[src/rtl/core/dst_pkg.sv]
package dst_pkg;

  typedef enum logic [3:0] {
    OP_ALLOC      = 4'd0,
    OP_ALLOC_DUP  = 4'd1,
    OP_COPY_TO    = 4'd2,
    OP_FREE       = 4'd3,
    OP_GET        = 4'd4,
    OP_SET_FLAGS  = 4'd5,
    OP_GET_FLAGS  = 4'd6,
    OP_NEXT       = 4'd7,
    OP_PREV       = 4'd8,
    OP_CLOSE_FROM = 4'd9,
    OP_EXEC_SWEEP = 4'd10,
    OP_CLEAR_ALL  = 4'd11
  } opcode_e;

  localparam logic [1:0] ST_OK    = 2'd0;
  localparam logic [1:0] ST_INVAL = 2'd1;
  localparam logic [1:0] ST_BADF  = 2'd2;
  localparam logic [1:0] ST_FULL  = 2'd3;

  localparam logic [0:0] REG_ALLOWED = 1'b0;
  localparam logic [0:0] REG_EXEC    = 1'b1;

  typedef enum logic [2:0] {
    S_IDLE,
    S_READ,
    S_SCAN,
    S_DONE,
    S_OUT
  } state_e;

  // controller -> datapath
  typedef struct packed {
    logic load;     // latch the item, decode, start
    logic read;     // read data memory at slot_index
    logic scan;     // one walk step
    logic finish;   // compute result, commit state
    logic out_pop;  // result taken
  } dst_cmd_t;

  // datapath -> controller
  typedef struct packed {
    logic need_scan;
    logic scan_done;
  } dst_sts_t;

endpackage

[src/rtl/core/dst_ctrl.sv]
module dst_ctrl (
  input  logic             clk_i,
  input  logic             rst_ni,
  input  logic             in_valid_i,
  output logic             in_ready_o,
  output logic             out_valid_o,
  input  logic             out_ready_i,
  input  dst_pkg::dst_sts_t sts_i,
  output dst_pkg::dst_cmd_t cmd_o
);

  dst_pkg::state_e state_q, state_d;

  always_ff @(posedge clk_i or negedge rst_ni) begin
    if (!rst_ni) begin
      state_q <= dst_pkg::S_IDLE;
    end else begin
      state_q <= state_d;
    end
  end

  always_comb begin
    state_d = state_q;
    case (state_q)
      dst_pkg::S_IDLE: if (in_valid_i) state_d = dst_pkg::S_READ;
      dst_pkg::S_READ: state_d = sts_i.need_scan ? dst_pkg::S_SCAN : dst_pkg::S_DONE;
      dst_pkg::S_SCAN: if (sts_i.scan_done) state_d = dst_pkg::S_DONE;
      dst_pkg::S_DONE: state_d = dst_pkg::S_OUT;
      dst_pkg::S_OUT: begin
        if (out_ready_i) begin
          state_d = in_valid_i ? dst_pkg::S_READ : dst_pkg::S_IDLE;
        end
      end
      default: state_d = dst_pkg::S_IDLE;
    endcase
  end

  always_comb begin
    cmd_o       = '0;
    in_ready_o  = 1'b0;
    out_valid_o = 1'b0;
    case (state_q)
      dst_pkg::S_IDLE: begin
        in_ready_o = 1'b1;
        cmd_o.load = in_valid_i;
      end
      dst_pkg::S_READ: cmd_o.read = 1'b1;
      dst_pkg::S_SCAN: cmd_o.scan = 1'b1;
      dst_pkg::S_DONE: cmd_o.finish = 1'b1;
      dst_pkg::S_OUT: begin
        out_valid_o   = 1'b1;
        in_ready_o    = out_ready_i;
        cmd_o.out_pop = out_ready_i;
        cmd_o.load    = out_ready_i && in_valid_i;
      end
      default: ;
    endcase
  end

endmodule

[src/rtl/core/dst_datapath.sv]
module dst_datapath #(
  parameter int ENTRIES     = 64,
  parameter int FLAG_BITS   = 4,
  parameter int HANDLE_BITS = 32
) (
  input  logic                   clk_i,
  input  logic                   rst_ni,
  input  dst_pkg::dst_cmd_t      cmd_i,
  output dst_pkg::dst_sts_t      sts_o,
  input  logic [3:0]             opcode_i,
  input  logic signed [15:0]     slot_index_i,
  input  logic signed [15:0]     second_index_i,
  input  logic [HANDLE_BITS-1:0] handle_in_i,
  input  logic [FLAG_BITS-1:0]   flags_in_i,
  input  logic [3:0]             allowed_mask_i,
  input  logic [3:0]             exec_mask_i,
  output logic [1:0]             status_o,
  output logic [11:0]            index_out_o,
  output logic [HANDLE_BITS-1:0] handle_out_o,
  output logic [FLAG_BITS-1:0]   flags_out_o
);

  localparam int IW = $clog2(ENTRIES);
  localparam int CW = IW + 1;
  localparam int MW = (FLAG_BITS < 4) ? FLAG_BITS : 4;

  // handle/flags memories, one port each, registered read
  logic [HANDLE_BITS-1:0] hmem [ENTRIES];
  logic [FLAG_BITS-1:0]   fmem [ENTRIES];
  logic [ENTRIES-1:0]     valid_q;
  logic [CW-1:0]          hint_q;

  logic [3:0]             op_q;
  logic signed [15:0]     a_q, b_q;
  logic [HANDLE_BITS-1:0] hin_q;
  logic [FLAG_BITS-1:0]   fin_q;

  logic [HANDLE_BITS-1:0] hrd_q;
  logic [FLAG_BITS-1:0]   frd_q;

  logic [CW-1:0] ptr_q;       // walk pointer; counts up, or down for previous
  logic          found_q;
  logic [IW-1:0] fidx_q;
  logic          any_q;

  logic [1:0]             st_q;
  logic [11:0]            idx_q;
  logic [HANDLE_BITS-1:0] ho_q;
  logic [FLAG_BITS-1:0]   fo_q;

  // memory port addressing
  logic                   mwe;
  logic [IW-1:0]          maddr;
  logic [HANDLE_BITS-1:0] mwh;
  logic [FLAG_BITS-1:0]   mwf;
  logic                   mre;

  logic                   a_in, b_in, a_good, flags_bad;
  logic [IW-1:0]          a_ix, b_ix, ptr_ix;
  logic                   ptr_in;
  logic                   scanning_prev;

  assign a_in   = (a_q >= 0) && (a_q < ENTRIES);
  assign b_in   = (b_q >= 0) && (b_q < ENTRIES);
  assign a_ix   = a_q[IW-1:0];
  assign b_ix   = b_q[IW-1:0];
  assign a_good = a_in && valid_q[a_ix];
  assign flags_bad = |(fin_q & ~FLAG_BITS'(allowed_mask_i[MW-1:0])) ||
                     ((FLAG_BITS > 4) && |(fin_q >> 4));
  assign ptr_in = ptr_q < CW'(ENTRIES);
  assign ptr_ix = ptr_q[IW-1:0];
  assign scanning_prev  = (op_q == dst_pkg::OP_PREV);

  // start point of the walk
  logic [CW-1:0] start;
  always_comb begin
    start = '0;
    case (op_q)
      dst_pkg::OP_ALLOC, dst_pkg::OP_ALLOC_DUP: begin
        if (b_q >= ENTRIES) start = CW'(ENTRIES);
        else if (CW'(b_q[IW:0]) < hint_q) start = hint_q;
        else start = CW'(b_q[IW:0]);
      end
      dst_pkg::OP_NEXT: begin
        if (a_q < 0) start = '0;
        else if (a_q >= ENTRIES) start = CW'(ENTRIES);
        else start = CW'(a_q[IW:0]) + CW'(1);
      end
      dst_pkg::OP_PREV: begin
        // ptr counts slots above the one looked at: look at ptr-1
        if (a_q < 0 || a_q > ENTRIES) start = CW'(ENTRIES);
        else start = CW'(a_q[IW:0]);
      end
      dst_pkg::OP_CLOSE_FROM: begin
        if (a_q >= ENTRIES) start = CW'(ENTRIES);
        else start = CW'(a_q[IW:0]);
      end
      default: start = '0;
    endcase
  end

  logic need_scan;
  always_comb begin
    case (op_q)
      dst_pkg::OP_ALLOC:      need_scan = !flags_bad && (b_q >= 0);
      dst_pkg::OP_ALLOC_DUP:  need_scan = a_good && !flags_bad && (b_q >= 0);
      dst_pkg::OP_NEXT, dst_pkg::OP_PREV: need_scan = 1'b1;
      dst_pkg::OP_CLOSE_FROM: need_scan = (a_q >= 0);
      dst_pkg::OP_EXEC_SWEEP: need_scan = 1'b1;
      default:                need_scan = 1'b0;
    endcase
  end

  // scan step
  logic          cur_in;
  logic [IW-1:0] cur_ix;
  logic          cur_v;
  logic          hit, last;
  always_comb begin
    if (scanning_prev) begin
      cur_in = ptr_q != '0;
      cur_ix = IW'(ptr_q - CW'(1));
    end else begin
      cur_in = ptr_in;
      cur_ix = ptr_ix;
    end
    cur_v = cur_in && valid_q[cur_ix];
    hit   = 1'b0;
    case (op_q)
      dst_pkg::OP_ALLOC, dst_pkg::OP_ALLOC_DUP: hit = cur_in && !valid_q[cur_ix];
      dst_pkg::OP_NEXT, dst_pkg::OP_PREV:       hit = cur_v;
      default:                                  hit = 1'b0;
    endcase
    last = !cur_in || hit ||
           (scanning_prev ? (ptr_q == CW'(1)) : (ptr_q == CW'(ENTRIES - 1)));
  end

  // release step of close_from / exec sweep needs the flags of cur_ix; the
  // flags memory is read in the phase before it, in a two-phase walk
  logic phase_q;
  logic sweep;
  assign sweep = (op_q == dst_pkg::OP_CLOSE_FROM) || (op_q == dst_pkg::OP_EXEC_SWEEP);

  logic rel_now;
  assign rel_now = cmd_i.scan && sweep && phase_q && cur_v &&
                   ((op_q == dst_pkg::OP_CLOSE_FROM) ||
                    |(frd_q & FLAG_BITS'(exec_mask_i[MW-1:0])));

  always_comb begin
    sts_o.need_scan = need_scan;
    if (sweep) sts_o.scan_done = phase_q && (!ptr_in || ptr_q == CW'(ENTRIES - 1));
    else       sts_o.scan_done = last;
  end

  // final decision
  logic [1:0]    f_st;
  logic [IW-1:0] f_idx;
  logic          f_wr;
  logic [IW-1:0] f_waddr;
  logic [HANDLE_BITS-1:0] f_wh;
  logic [FLAG_BITS-1:0]   f_wf;
  logic          f_setv, f_clrv, f_hout, f_fout, f_clear;
  always_comb begin
    f_st = dst_pkg::ST_OK; f_idx = '0; f_wr = 1'b0; f_waddr = a_ix;
    f_wh = hrd_q; f_wf = fin_q; f_setv = 1'b0; f_clrv = 1'b0;
    f_hout = 1'b0; f_fout = 1'b0; f_clear = 1'b0;
    case (op_q)
      dst_pkg::OP_ALLOC, dst_pkg::OP_ALLOC_DUP: begin
        if (op_q == dst_pkg::OP_ALLOC_DUP && !a_good) f_st = dst_pkg::ST_BADF;
        else if (flags_bad || b_q < 0) f_st = dst_pkg::ST_INVAL;
        else if (!found_q) f_st = dst_pkg::ST_FULL;
        else begin
          f_idx = fidx_q; f_wr = 1'b1; f_waddr = fidx_q; f_setv = 1'b1;
          if (op_q == dst_pkg::OP_ALLOC) f_wh = hin_q;
        end
      end
      dst_pkg::OP_COPY_TO: begin
        if (flags_bad || a_q < 0 || b_q < 0) f_st = dst_pkg::ST_INVAL;
        else if (!a_good) f_st = dst_pkg::ST_BADF;
        else if (a_q == b_q) f_st = dst_pkg::ST_INVAL;
        else if (!b_in) f_st = dst_pkg::ST_FULL;
        else begin
          f_idx = b_ix; f_wr = 1'b1; f_waddr = b_ix; f_setv = 1'b1;
        end
      end
      dst_pkg::OP_FREE: begin
        if (!a_good) f_st = dst_pkg::ST_BADF;
        else begin f_hout = 1'b1; f_clrv = 1'b1; end
      end
      dst_pkg::OP_GET: begin
        if (!a_good) f_st = dst_pkg::ST_BADF;
        else f_hout = 1'b1;
      end
      dst_pkg::OP_SET_FLAGS: begin
        if (flags_bad) f_st = dst_pkg::ST_INVAL;
        else if (!a_good) f_st = dst_pkg::ST_BADF;
        else begin f_wr = 1'b1; f_waddr = a_ix; end
      end
      dst_pkg::OP_GET_FLAGS: begin
        if (!a_good) f_st = dst_pkg::ST_BADF;
        else f_fout = 1'b1;
      end
      dst_pkg::OP_NEXT, dst_pkg::OP_PREV: begin
        if (!found_q) f_st = dst_pkg::ST_BADF;
        else f_idx = fidx_q;
      end
      dst_pkg::OP_CLOSE_FROM: begin
        if (a_q < 0 || !any_q) f_st = dst_pkg::ST_BADF;
      end
      dst_pkg::OP_EXEC_SWEEP: f_st = dst_pkg::ST_OK;
      dst_pkg::OP_CLEAR_ALL:  f_clear = 1'b1;
      default: f_st = dst_pkg::ST_INVAL;
    endcase
  end

  // memory port: one access per cycle
  always_comb begin
    mwe = 1'b0; maddr = a_ix; mwh = f_wh; mwf = f_wf; mre = 1'b0;
    if (cmd_i.read) begin
      mre = 1'b1;
    end else if (cmd_i.scan && sweep && !phase_q) begin
      mre = 1'b1; maddr = ptr_ix;
    end else if (cmd_i.finish && f_wr) begin
      mwe = 1'b1; maddr = f_waddr;
    end
  end

  always_ff @(posedge clk_i) begin
    if (mwe) begin
      hmem[maddr] <= mwh;
      fmem[maddr] <= mwf;
    end
  end

  always_ff @(posedge clk_i) begin
    if (mre) begin
      hrd_q <= hmem[maddr];
      frd_q <= fmem[maddr];
    end
  end

  always_ff @(posedge clk_i) begin
    if (cmd_i.load) begin
      op_q  <= opcode_i;
      a_q   <= slot_index_i;
      b_q   <= second_index_i;
      hin_q <= handle_in_i;
      fin_q <= flags_in_i;
    end
    if (cmd_i.finish) begin
      st_q  <= f_st;
      idx_q <= 12'(f_idx);
      ho_q  <= (f_st == dst_pkg::ST_OK && f_hout) ? hrd_q : '0;
      fo_q  <= (f_st == dst_pkg::ST_OK && f_fout) ? frd_q : '0;
    end
  end

  always_ff @(posedge clk_i or negedge rst_ni) begin
    if (!rst_ni) begin
      valid_q <= '0;
      hint_q  <= '0;
      ptr_q   <= '0;
      found_q <= 1'b0;
      fidx_q  <= '0;
      any_q   <= 1'b0;
      phase_q <= 1'b0;
    end else begin
      if (cmd_i.read) begin
        ptr_q   <= start;
        found_q <= 1'b0;
        any_q   <= 1'b0;
        phase_q <= 1'b0;
      end
      if (cmd_i.scan) begin
        if (sweep) begin
          phase_q <= !phase_q;
          if (phase_q) begin
            ptr_q <= ptr_q + CW'(1);
            if (rel_now) begin
              valid_q[cur_ix] <= 1'b0;
              any_q <= 1'b1;
              if (CW'(cur_ix) < hint_q) hint_q <= CW'(cur_ix);
            end
          end
        end else begin
          if (hit) begin
            found_q <= 1'b1;
            fidx_q  <= cur_ix;
          end
          if (scanning_prev) ptr_q <= ptr_q - CW'(1);
          else ptr_q <= ptr_q + CW'(1);
        end
      end
      if (cmd_i.finish && f_st == dst_pkg::ST_OK) begin
        if (f_clear) begin
          valid_q <= '0;
          hint_q  <= '0;
        end
        if (f_setv) begin
          valid_q[f_waddr] <= 1'b1;
          if (hint_q == CW'(f_waddr)) hint_q <= CW'(f_waddr) + CW'(1);
        end
        if (f_clrv) begin
          valid_q[a_ix] <= 1'b0;
          if (CW'(a_ix) < hint_q) hint_q <= CW'(a_ix);
        end
      end
    end
  end

  assign status_o     = st_q;
  assign index_out_o  = idx_q;
  assign handle_out_o = ho_q;
  assign flags_out_o  = fo_q;

endmodule

[src/rtl/core/descriptor_slot_table_unit.sv]
// Channel  | Signals                           | Direction
// s_axis   | s_axis_tvalid/tready/tdata        | item in
// m_axis   | m_axis_tvalid/tready/tdata        | result out
// apb      | psel/penable/pwrite/paddr/pwdata  | register access
//
// Lookup opcodes go through three steps an item: read, finish, result.
// Searches and allocation walk one slot a cycle; sweeps give each slot a read
// phase and a release phase, since the slot memory has a single port.
// Reset clears valid bits, hint and control; memory contents stay undefined.
// A new item is taken in the cycle the result is taken.
module descriptor_slot_table_unit #(
  parameter int ENTRIES     = 64,
  parameter int FLAG_BITS   = 4,
  parameter int HANDLE_BITS = 32
) (
  input  logic        clk_i,
  input  logic        rst_ni,
  input  logic        s_axis_tvalid,
  output logic        s_axis_tready,
  // opcode[3:0], slot_index[19:4], second_index[35:20], handle_in, flags_in
  input  logic [((4+32+HANDLE_BITS+FLAG_BITS+7)/8)*8-1:0] s_axis_tdata,
  output logic        m_axis_tvalid,
  input  logic        m_axis_tready,
  // status[1:0], index_out[13:2], handle_out, flags_out
  output logic [((14+HANDLE_BITS+FLAG_BITS+7)/8)*8-1:0] m_axis_tdata,
  input  logic        psel,
  input  logic        penable,
  input  logic        pwrite,
  input  logic [2:0]  paddr,
  input  logic [31:0] pwdata,
  output logic [31:0] prdata,
  output logic        pready
);

  localparam int OBITS = 14 + HANDLE_BITS + FLAG_BITS;
  localparam int OW    = ((OBITS + 7) / 8) * 8;

  logic [3:0] allowed_q, exec_q;

  assign pready = 1'b1;

  always_ff @(posedge clk_i or negedge rst_ni) begin
    if (!rst_ni) begin
      allowed_q <= 4'd3;
      exec_q    <= 4'd1;
    end else if (psel && penable && pwrite) begin
      if (paddr == {dst_pkg::REG_ALLOWED, 2'b00}) allowed_q <= pwdata[3:0];
      if (paddr == {dst_pkg::REG_EXEC, 2'b00})    exec_q    <= pwdata[3:0];
    end
  end

  always_comb begin
    prdata = '0;
    if (paddr == {dst_pkg::REG_ALLOWED, 2'b00}) prdata = {28'd0, allowed_q};
    else if (paddr == {dst_pkg::REG_EXEC, 2'b00}) prdata = {28'd0, exec_q};
  end

  dst_pkg::dst_cmd_t cmd;
  dst_pkg::dst_sts_t sts;

  logic [1:0]             status;
  logic [11:0]            index_out;
  logic [HANDLE_BITS-1:0] handle_out;
  logic [FLAG_BITS-1:0]   flags_out;

  dst_ctrl u_ctrl (
    .clk_i       (clk_i),
    .rst_ni      (rst_ni),
    .in_valid_i  (s_axis_tvalid),
    .in_ready_o  (s_axis_tready),
    .out_valid_o (m_axis_tvalid),
    .out_ready_i (m_axis_tready),
    .sts_i       (sts),
    .cmd_o       (cmd)
  );

  dst_datapath #(
    .ENTRIES     (ENTRIES),
    .FLAG_BITS   (FLAG_BITS),
    .HANDLE_BITS (HANDLE_BITS)
  ) u_dp (
    .clk_i          (clk_i),
    .rst_ni         (rst_ni),
    .cmd_i          (cmd),
    .sts_o          (sts),
    .opcode_i       (s_axis_tdata[3:0]),
    .slot_index_i   (s_axis_tdata[19:4]),
    .second_index_i (s_axis_tdata[35:20]),
    .handle_in_i    (s_axis_tdata[36 +: HANDLE_BITS]),
    .flags_in_i     (s_axis_tdata[36+HANDLE_BITS +: FLAG_BITS]),
    .allowed_mask_i (allowed_q),
    .exec_mask_i    (exec_q),
    .status_o       (status),
    .index_out_o    (index_out),
    .handle_out_o   (handle_out),
    .flags_out_o    (flags_out)
  );

  assign m_axis_tdata = OW'({flags_out, handle_out, index_out, status});

endmodule

[config.mk]
export PLATFORM = sky130hd
export DESIGN_NAME = descriptor_slot_table_unit
export DESIGN_NICKNAME = d
export VERILOG_FILES = /design/src/rtl/core/dst_pkg.sv /design/src/rtl/core/dst_ctrl.sv /design/src/rtl/core/dst_datapath.sv /design/src/rtl/core/descriptor_slot_table_unit.sv
export SDC_FILE = /design/constraint.sdc
export NUM_CORES = 2
export LEC_CHECK = 0
export ABC_AREA = 0
export ABC_CLOCK_PERIOD_IN_PS = 6350
export CORE_MARGIN = 2
export CORE_UTILIZATION = 55
export DETAILED_ROUTE_END_ITERATION = 7
export DONT_BUFFER_PORTS = 1
export HOLD_SLACK_MARGIN = 0.06
export PLACE_DENSITY = 0.84
export SETUP_SLACK_MARGIN = 0.2
export SLEW_MARGIN = 15
export SYNTH_ARGS = -nofsm -noshare
export SYNTH_HDL_FRONTEND = slang
export SYNTH_HIERARCHICAL = 1
export SYNTH_SLANG_ARGS = --single-unit
[constraint.sdc]
create_clock -name clk_i -period 6.35 [get_ports clk_i]
set_clock_uncertainty 0.2 [all_clocks]
set_input_delay 0.635 -clock clk_i [delete_from_list [all_inputs] [get_ports clk_i]]
set_output_delay 0.635 -clock clk_i [all_outputs]
set_load 0.01 [all_outputs]
======== Word level (Yosys, flattened, before mapping) ========
Memories as Yosys holds them, arrays and structs flattened. A register that Yosys moved wholly into a read port is not among the register bits.
Cells that the tools add are included.
word-level totals
  input bits .............................. 114
  output and inout port bits .............. 91
  bits in writable memories ............... 2304
  ROM bits ................................ 0
  register bits ........................... 214
  memories kept ........................... 2
  bits in latches ......................... 0
memory list
  memory     depth  bits a word  read ports  clocked after Yosys merged registers in  wr ports  line                RTL
  u_dp.hmem  64     32           1           1                                        1         dst_datapath.sv:28  logic [HANDLE_BITS-1:0] hmem [ENTRIES];
  u_dp.fmem  64     4            1           1                                        1         dst_datapath.sv:29  logic [FLAG_BITS-1:0] fmem [ENTRIES];
cells by class
  reduce and logical (&&, ||, !) cells .... 59
  equal/unequal tests ..................... 23
  bitwise logic cells ..................... 9
  $mul .................................... 0
  magnitude comparators ................... 19
  muxes and demuxes ....................... 133
  divide/modulo/power cells ............... 0
  shift-type cells ........................ 0
  $add $sub $neg .......................... 4
operators with widths
  operator                                                     number
  two-way mux 64 bit                                           10
  two-way mux 32 bit                                           5
  two-way mux 7 bit                                            22
  bitwise AND 64 bit                                           2
  inverter 64 bit                                              2
  two-way mux 6 bit                                            18
  bitwise OR 64 bit                                            1
  two-way mux 1 bit                                            46
  >= comparator 16 x 1 -> 1 bit, second input constant         2
  >= comparator 16 x 8 -> 1 bit, second input constant         2
  less-than comparator 16 x 1 -> 1 bit, second input constant  2
  less-than comparator 16 x 8 -> 1 bit, second input constant  2
  one-hot mux 7 bit (4 select lines)                           1
  logical AND 1 bit                                            25
  two-way mux 2 bit                                            11
  less-than comparator 6 x 7 -> 1 bit, second input constant   3
  demux 1 bit (select 6 bit)                                   3
  >= comparator 6 x 1 -> 1 bit, second input constant          3
  one-hot mux 6 bit (3 select lines)                           1
  == test 16 bit                                               1
  == test 4 x 3 -> 1 bit, second input constant                4
  == test 4 bit, second input constant                         4
  > comparator 16 x 8 -> 1 bit, second input constant          1
  one-hot mux 3 bit (5 select lines)                           1
  other kinds (37)                                             75

======== Depth between registers and ports, before layout ========
  depth after elaboration ................. 20
  depth in mapped cells ................... 21
  mapped depth without buffers ............ 18

======== Modules after synthesis ========
Netlist, hierarchy kept.
modules (own cells, without submodules)
  module                      cells each  instances  sequential area each (µm²)  area an instance (µm²)
  dst_datapath                6286        1          75927.8                     101717.6
  descriptor_slot_table_unit  70          1          203.9                       695.7
  dst_ctrl                    21          1          75.1                        206.4

======== Worst setup path before layout ========
OpenSTA, ideal clock, no wires.
  path type ............................... register to register
  start point ............................. register u_dp.fin_q[3] (netlist: u_dp/f_wf[3])
  end point ............................... memory u_dp.fmem[10][0] (enable)
  data arrival time ....................... 5.543 ns
  path buffers ............................ 4
  library setup time ...................... 0.429 ns
  period minus slack after synthesis ...... 6.172 ns
  cell stages (with the launch flop) ...... 15
  path slack .............................. 0.178 ns
  cells stage by stage .................... edfxtp_1 -> inv_1 -> o2111ai_1 -> nor3_1 -> nand2b_1 -> clkbuf_1 -> o211ai_1 -> a31oi_1 -> nor2_4 -> buf_6 -> nor2_1 -> clkbuf_1 -> buf_1 -> nand3_1 -> nor2_1
between the ends
  cells in the longest elaborated chain, start to end .. 12
  elaborated cells between the ends (all ways) .. 23
  classes of those cells .................. mux (17); bitwise (1); reduce/logical (5)
ends and longest elaborated chain
  what                                                          line                                      RTL
  start, declared                                               dst_datapath.sv:36                        logic [FLAG_BITS-1:0] fin_q;
  start signal, assigned                                        dst_datapath.sv:248                       fin_q <= flags_in_i;
  bitwise AND 4 bit *                                           dst_datapath.sv:68                        assign flags_bad = |(fin_q & ~FLAG_BITS'(allowed_mask_i[MW-1:0])) ||
  OR reduction 4 bit *                                          dst_datapath.sv:68
  logical OR 1 bit (on tied branches)                           dst_datapath.sv:170, dst_datapath.sv:178
  two-way mux 1 bit / logical OR 1 bit (equally long branches)  dst_datapath.sv:170, dst_datapath.sv:178
  two-way mux 1 bit (on tied branches)                          dst_datapath.sv:169, dst_datapath.sv:178
  one-hot mux 1 bit (3 select lines)                            dst_datapath.sv:167                       case (op_q)
  logical AND 1 bit                                             dst_datapath.sv:223                       end else if (cmd_i.finish && f_wr) begin
  two-way mux 1 bit                                             dst_datapath.sv:223
  two-way mux 1 bit                                             dst_datapath.sv:221                       end else if (cmd_i.scan && sweep && !phase_q) begin
  two-way mux 1 bit                                             dst_datapath.sv:219                       if (cmd_i.read) begin
  two-way mux 1 bit                                             dst_datapath.sv:229                       if (mwe) begin
  two-way mux 1 bit (not written as such)                       dst_datapath.sv:231                       fmem[maddr] <= mwf;
  end, declared                                                 dst_datapath.sv:29
Mark *: on every way between the ends. The rest lies on a longest branch, timed or not.

======== Worst setup path in the final report ========
  start point ............................. register u_dp.a_q[1]
  end point ............................... register u_dp.hrd_q[22], read port of u_dp.hmem (data pin)
between the ends
  cells in the longest elaborated chain, start to end .. 11
  elaborated cells between the ends (all ways) .. 31
  classes of those cells .................. order compare (3); eq/ne (1); mux (20); reduce/logical (7)
ends and longest elaborated chain
  what                                                           line                                    RTL
  start, declared                                                dst_datapath.sv:34                      logic signed [15:0] a_q, b_q;
  start signal, assigned                                         dst_datapath.sv:245                     a_q <= slot_index_i;
  >= comparator 16 x 1 -> 1 bit (tied with other cells)          dst_datapath.sv:63                      assign a_in = (a_q >= 0) && (a_q < ENTRIES);
  logical AND 1 bit / two-way mux 1 bit (equally long branches)  dst_datapath.sv:63, dst_datapath.sv:67
  logical AND 1 bit                                              dst_datapath.sv:67                      assign a_good = a_in && valid_q[a_ix];
  logical NOT 1 bit                                              dst_datapath.sv:169                     if (op_q == dst_pkg::OP_ALLOC_DUP && !a_good) f_st = dst_pkg::ST_BADF;
  logical AND 1 bit                                              dst_datapath.sv:169
  two-way mux 1 bit                                              dst_datapath.sv:169
  one-hot mux 1 bit (3 select lines)                             dst_datapath.sv:167
  logical AND 1 bit                                              dst_datapath.sv:223
  two-way mux 6 bit                                              dst_datapath.sv:223
  two-way mux 6 bit                                              dst_datapath.sv:221
  two-way mux 6 bit *                                            dst_datapath.sv:219
  end, declared                                                  dst_datapath.sv:38                      logic [HANDLE_BITS-1:0] hrd_q;
Mark *: on every way between the ends. The rest lies on a longest branch, timed or not. The select of a mux whose other input is x is not followed.
A chain may end at the register's enable or synchronous reset.

==> reports/metrics.cfg <==
[outcome]
status = completed

[sta]
timing.final.crit_share_pct = 96.9
tightestPinTransition_ns = 1.40
slew_headroom_pct = 5.94
fin_crit_ns = 6.15
setup-violations-final = 0
final_hold_viol_count = 0
tns_ns = 0
timing.fmax_mhz = 163
drv_slew = 0
rsz0062_at_grt = no

[route]
avgRoutedWirePerCell_um = 34.4
drcViolationCount = 0
viasPerCell = 7.12
routed_wl_um = 324000
vias = 66925
postRouteAntennaNets = 0
drt_iter0_drc = 12526
dr.pass1.iters = 8

[place]
portBuffers = 0
gp_congestion = 0.955
hpwl_um = 187000
place_area_um2 = 109000

[power_and_ir_drop]
p_leak_nw = 38.2
p_int_mw = 31.9
vdd_drop_max_mv = 0.356
power_switching_mw = 14.5
cellPowerDensity_nw_per_um2 = 395
pwr-share-clk_pct = 29.9
pwr-share-comb_pct = 23.9
swShare_pct = 31.3
pwr-share-seq_pct = 46.3

[synthesis]
synth.yosys.seq_area_share_pct = 74.3
syn_area_per_cell_um2 = 16.1
yosysWarnings = 6
synth_cell_type_count = 110
ys_ff_latch = 2554
synth_flop_cell = edfxtp_1
synth_edf_count = 2456
syn_area_um2 = 103000
async_flop_share_pct = 3.84
synth_cells = 6377

[global_routing]
antenna_found_initial = 11
gr-total-overflow = 0
grt_pass1_vias = 65779
grt_max_degree = 99
grt_usage_pct = 33.4
grt_pass1_wl_um = 460000

[die]
core_area_um2 = 185000
die_h_um = 436
start_util_pct = 55.3
rows = 158
die_x_um = 436
ios = 205
die_area_um2 = 190000

[final_layout]
nets = 6864
fin_area_um2 = 117000
syn2layout_area_growth_pct = 14.3
fillCellCount = 11892
drive_gt1_share_pct = 17.7

[critical_path]
start_kind = flip-flop
critPathArrivalTime_ns = 6.70
worstPathRequired_ns = 6.90
cp_max_fo = 17
path_class = flip-flop to flip-flop
setup.worst_path.end_class = flip-flop

[cts]
cts_made_buffers = 225
clock-sinks = 2554
cts_tree = done
clock_latency_ns = 0.93
htree_levels = 4
path_clk_slew_ns = 0.07
clock_path_buffers = 3
clockRootBuffer = clkbuf_16

[run]
cap_violations = 0

[worst_hold_path]
hold_path_class = primary input to flip-flop

==> layout make-up <==
type	count	area [um2]	share of cell area (%)
Timing Repair Buffer	529	5480	4.67
Antenna cell	4	10.0	0.00853
Sequential cell	2554	76200	64.9
Clock buffer	273	5920	5.04
Multi-Input combinational cell	3380	25000	21.3
Inverter	35	131	0.112
Clock inverter	142	1450	1.24
Tap cell	2480	3100	2.64
==> synth_stat cells, drive strengths merged, types with 21 or more instances <==
master / n / area, um2
a211oi: 74 / 573
nor3: 53 / 295
nand4: 36 / 238
a21oi: 227 / 1140
o2111ai: 34 / 298
edfxtp: 2456 / 73800
o221ai: 97 / 850
buf: 270 / 1580
nand2: 466 / 1760
mux2i: 338 / 3380
ha: 25 / 313
a221oi: 59 / 547
o22ai: 99 / 626
xor2: 21 / 184
nand2b: 24 / 150
clkbuf: 176 / 662
inv: 32 / 120
o211ai: 76 / 589
o21ai: 190 / 951
a22oi: 429 / 3220
o2bb2ai: 86 / 753
dfrtp: 95 / 2380
and2: 55 / 348
mux2: 293 / 3310
nor2: 186 / 736
a31oi: 42 / 263
a22o: 81 / 709
nor4: 22 / 180
nand3: 72 / 375
==> per-stage QoR <==
step	hold WS [ns]	util [%]	setup slack, ns	cells	power (mW)
2_1_floorplan	0.139	-	0.178	6415	27.6
3_3_place_gp	0.146	58.7	0.0368	8874	31.8
3_5_place_dp	0.146	58.7	0.0724	8874	32.2
4_1_cts	0.124	63.1	0.231	9378	45.8
5_1_grt	0.160	63.3	0.200	9394	47.3
6_report	0.166	63.3	0.200	9397	46.4
==> worst max-delay path, cell delays in order, from the launching register on <==
cell      delay, ns
edfxtp_1       0.37
buf_4          0.20
buf_4          0.18
nand2b_1       0.24
o22ai_1        0.16
a2111o_1       0.46
and3b_1        0.23
nor4_4         0.54
buf_4          0.23
o22ai_1        0.10
a221o_1        0.45
a221o_1        0.44
buf_4          0.21
nor3_2         1.12
buf_4          0.48
a22oi_1        0.12
nand4_1        0.16
buf_4          0.15
==> registers in the layout, summed over array words and instances (netlist names) <==
signal,flops
u_ctrl/state_q,3
u_dp/b_q,16
u_dp/hin_q,32
u_dp/any_q,1
u_dp/ptr_q,7
u_dp/hint_q,7
u_dp/status_o,2
u_dp/fidx_q,6
u_dp/found_q,1
u_dp/fmem,256
u_dp/hrd_q,32
u_dp/valid_q,64
u_dp/a_q,16
u_dp/phase_q,1
u_dp/op_q,4
allowed_q,4
u_dp/frd_q,4
u_dp/flags_out_o,4
exec_q,4
u_dp/hmem,2048
u_dp/f_wf,4
u_dp/handle_out_o,32
u_dp/index_out_o,6
==> placed cells by master, fill, tap and decap left out, types with 43 or more instances in the layout <==
cell type,n
clkbuf_16,229
buf_12,101
dfrtp_1,95
dlygate4sd3_1,86
o22ai_1,98
a22oi_1,428
clkinv_2,47
o2bb2ai_1,86
o21ai_0,178
and2_1,51
a221oi_1,55
edfxtp_1,2456
nor2_4,74
a22o_1,81
a211oi_1,71
a21oi_1,226
clkinv_1,45
buf_4,339
nor3_1,43
mux2_2,247
mux2i_1,338
nor2_1,103
nand3_1,68
o221ai_1,94
o211ai_1,74
nand2_1,424
==> final timing paths <==
check / cells after the start / to / start / slack [ns]
worst max register to register: 17 / u_dp/hrd_q[22] / u_dp/a_q[1] / 0.20
worst min register to register: 1 / exec_q[2] / exec_q[2] / 0.36
worst max-delay path: 17 / u_dp/hrd_q[22] / u_dp/a_q[1] / 0.20
worst min-delay path: 1 / u_dp/hin_q[29] / s_axis_tdata[65] / 0.17
max in group asynchronous: 2 / u_dp/valid_q[19] / rst_ni / 5.20
min in group asynchronous: 2 / u_ctrl/state_q[2] / rst_ni / 0.23
==> cell families after synthesis <==
logic type,Yosys count,synth area share [%]
DFF,2554,74.3
AOI/OAI and AO/OA,1639,11.5
and+or+nand+nor,1000,4.59
muxes,640,6.72
buffers and inverters,481,2.32
xor gates and xnor gates,35,0.299
adders and majority gates,25,0.305
other,3,0.0110
==> per-layer routing <==
| metal | part of all wire (%) | up-vias | GRT usage [%] |
|---|---|---|---|
| met1 | 32 | 32564 | 41.9 |
| met5 | 0.023 | - | 0 |
| met3 | 16 | 1517 | 10.3 |
| li1 | - | 26295 | - |
| met2 | 45 | 6537 | 51.4 |
| met4 | 7.3 | 12 | 19.2 |
==> power groups by stage <==
stage	sequential [mW]	clock, mW	combinational, mW
floorplan	21.6	0	5.96
global placement	21.8	0	9.96
detailed placement	21.8	0	10.3
CTS	21.5	13.8	10.5
global route	21.5	14.5	11.4
finish	21.5	13.8	11.1
==> timing repair <==
item                                   4_1_cts  5_1_grt
hold buffers                                87        0
buffers inserted                             2       15
endpoints found under the hold margin      203        0
pin swaps                                    0        7
resized for setup                            0        8
setup endpoints to repair                   24       83
(Power assumes the default switching activity.)
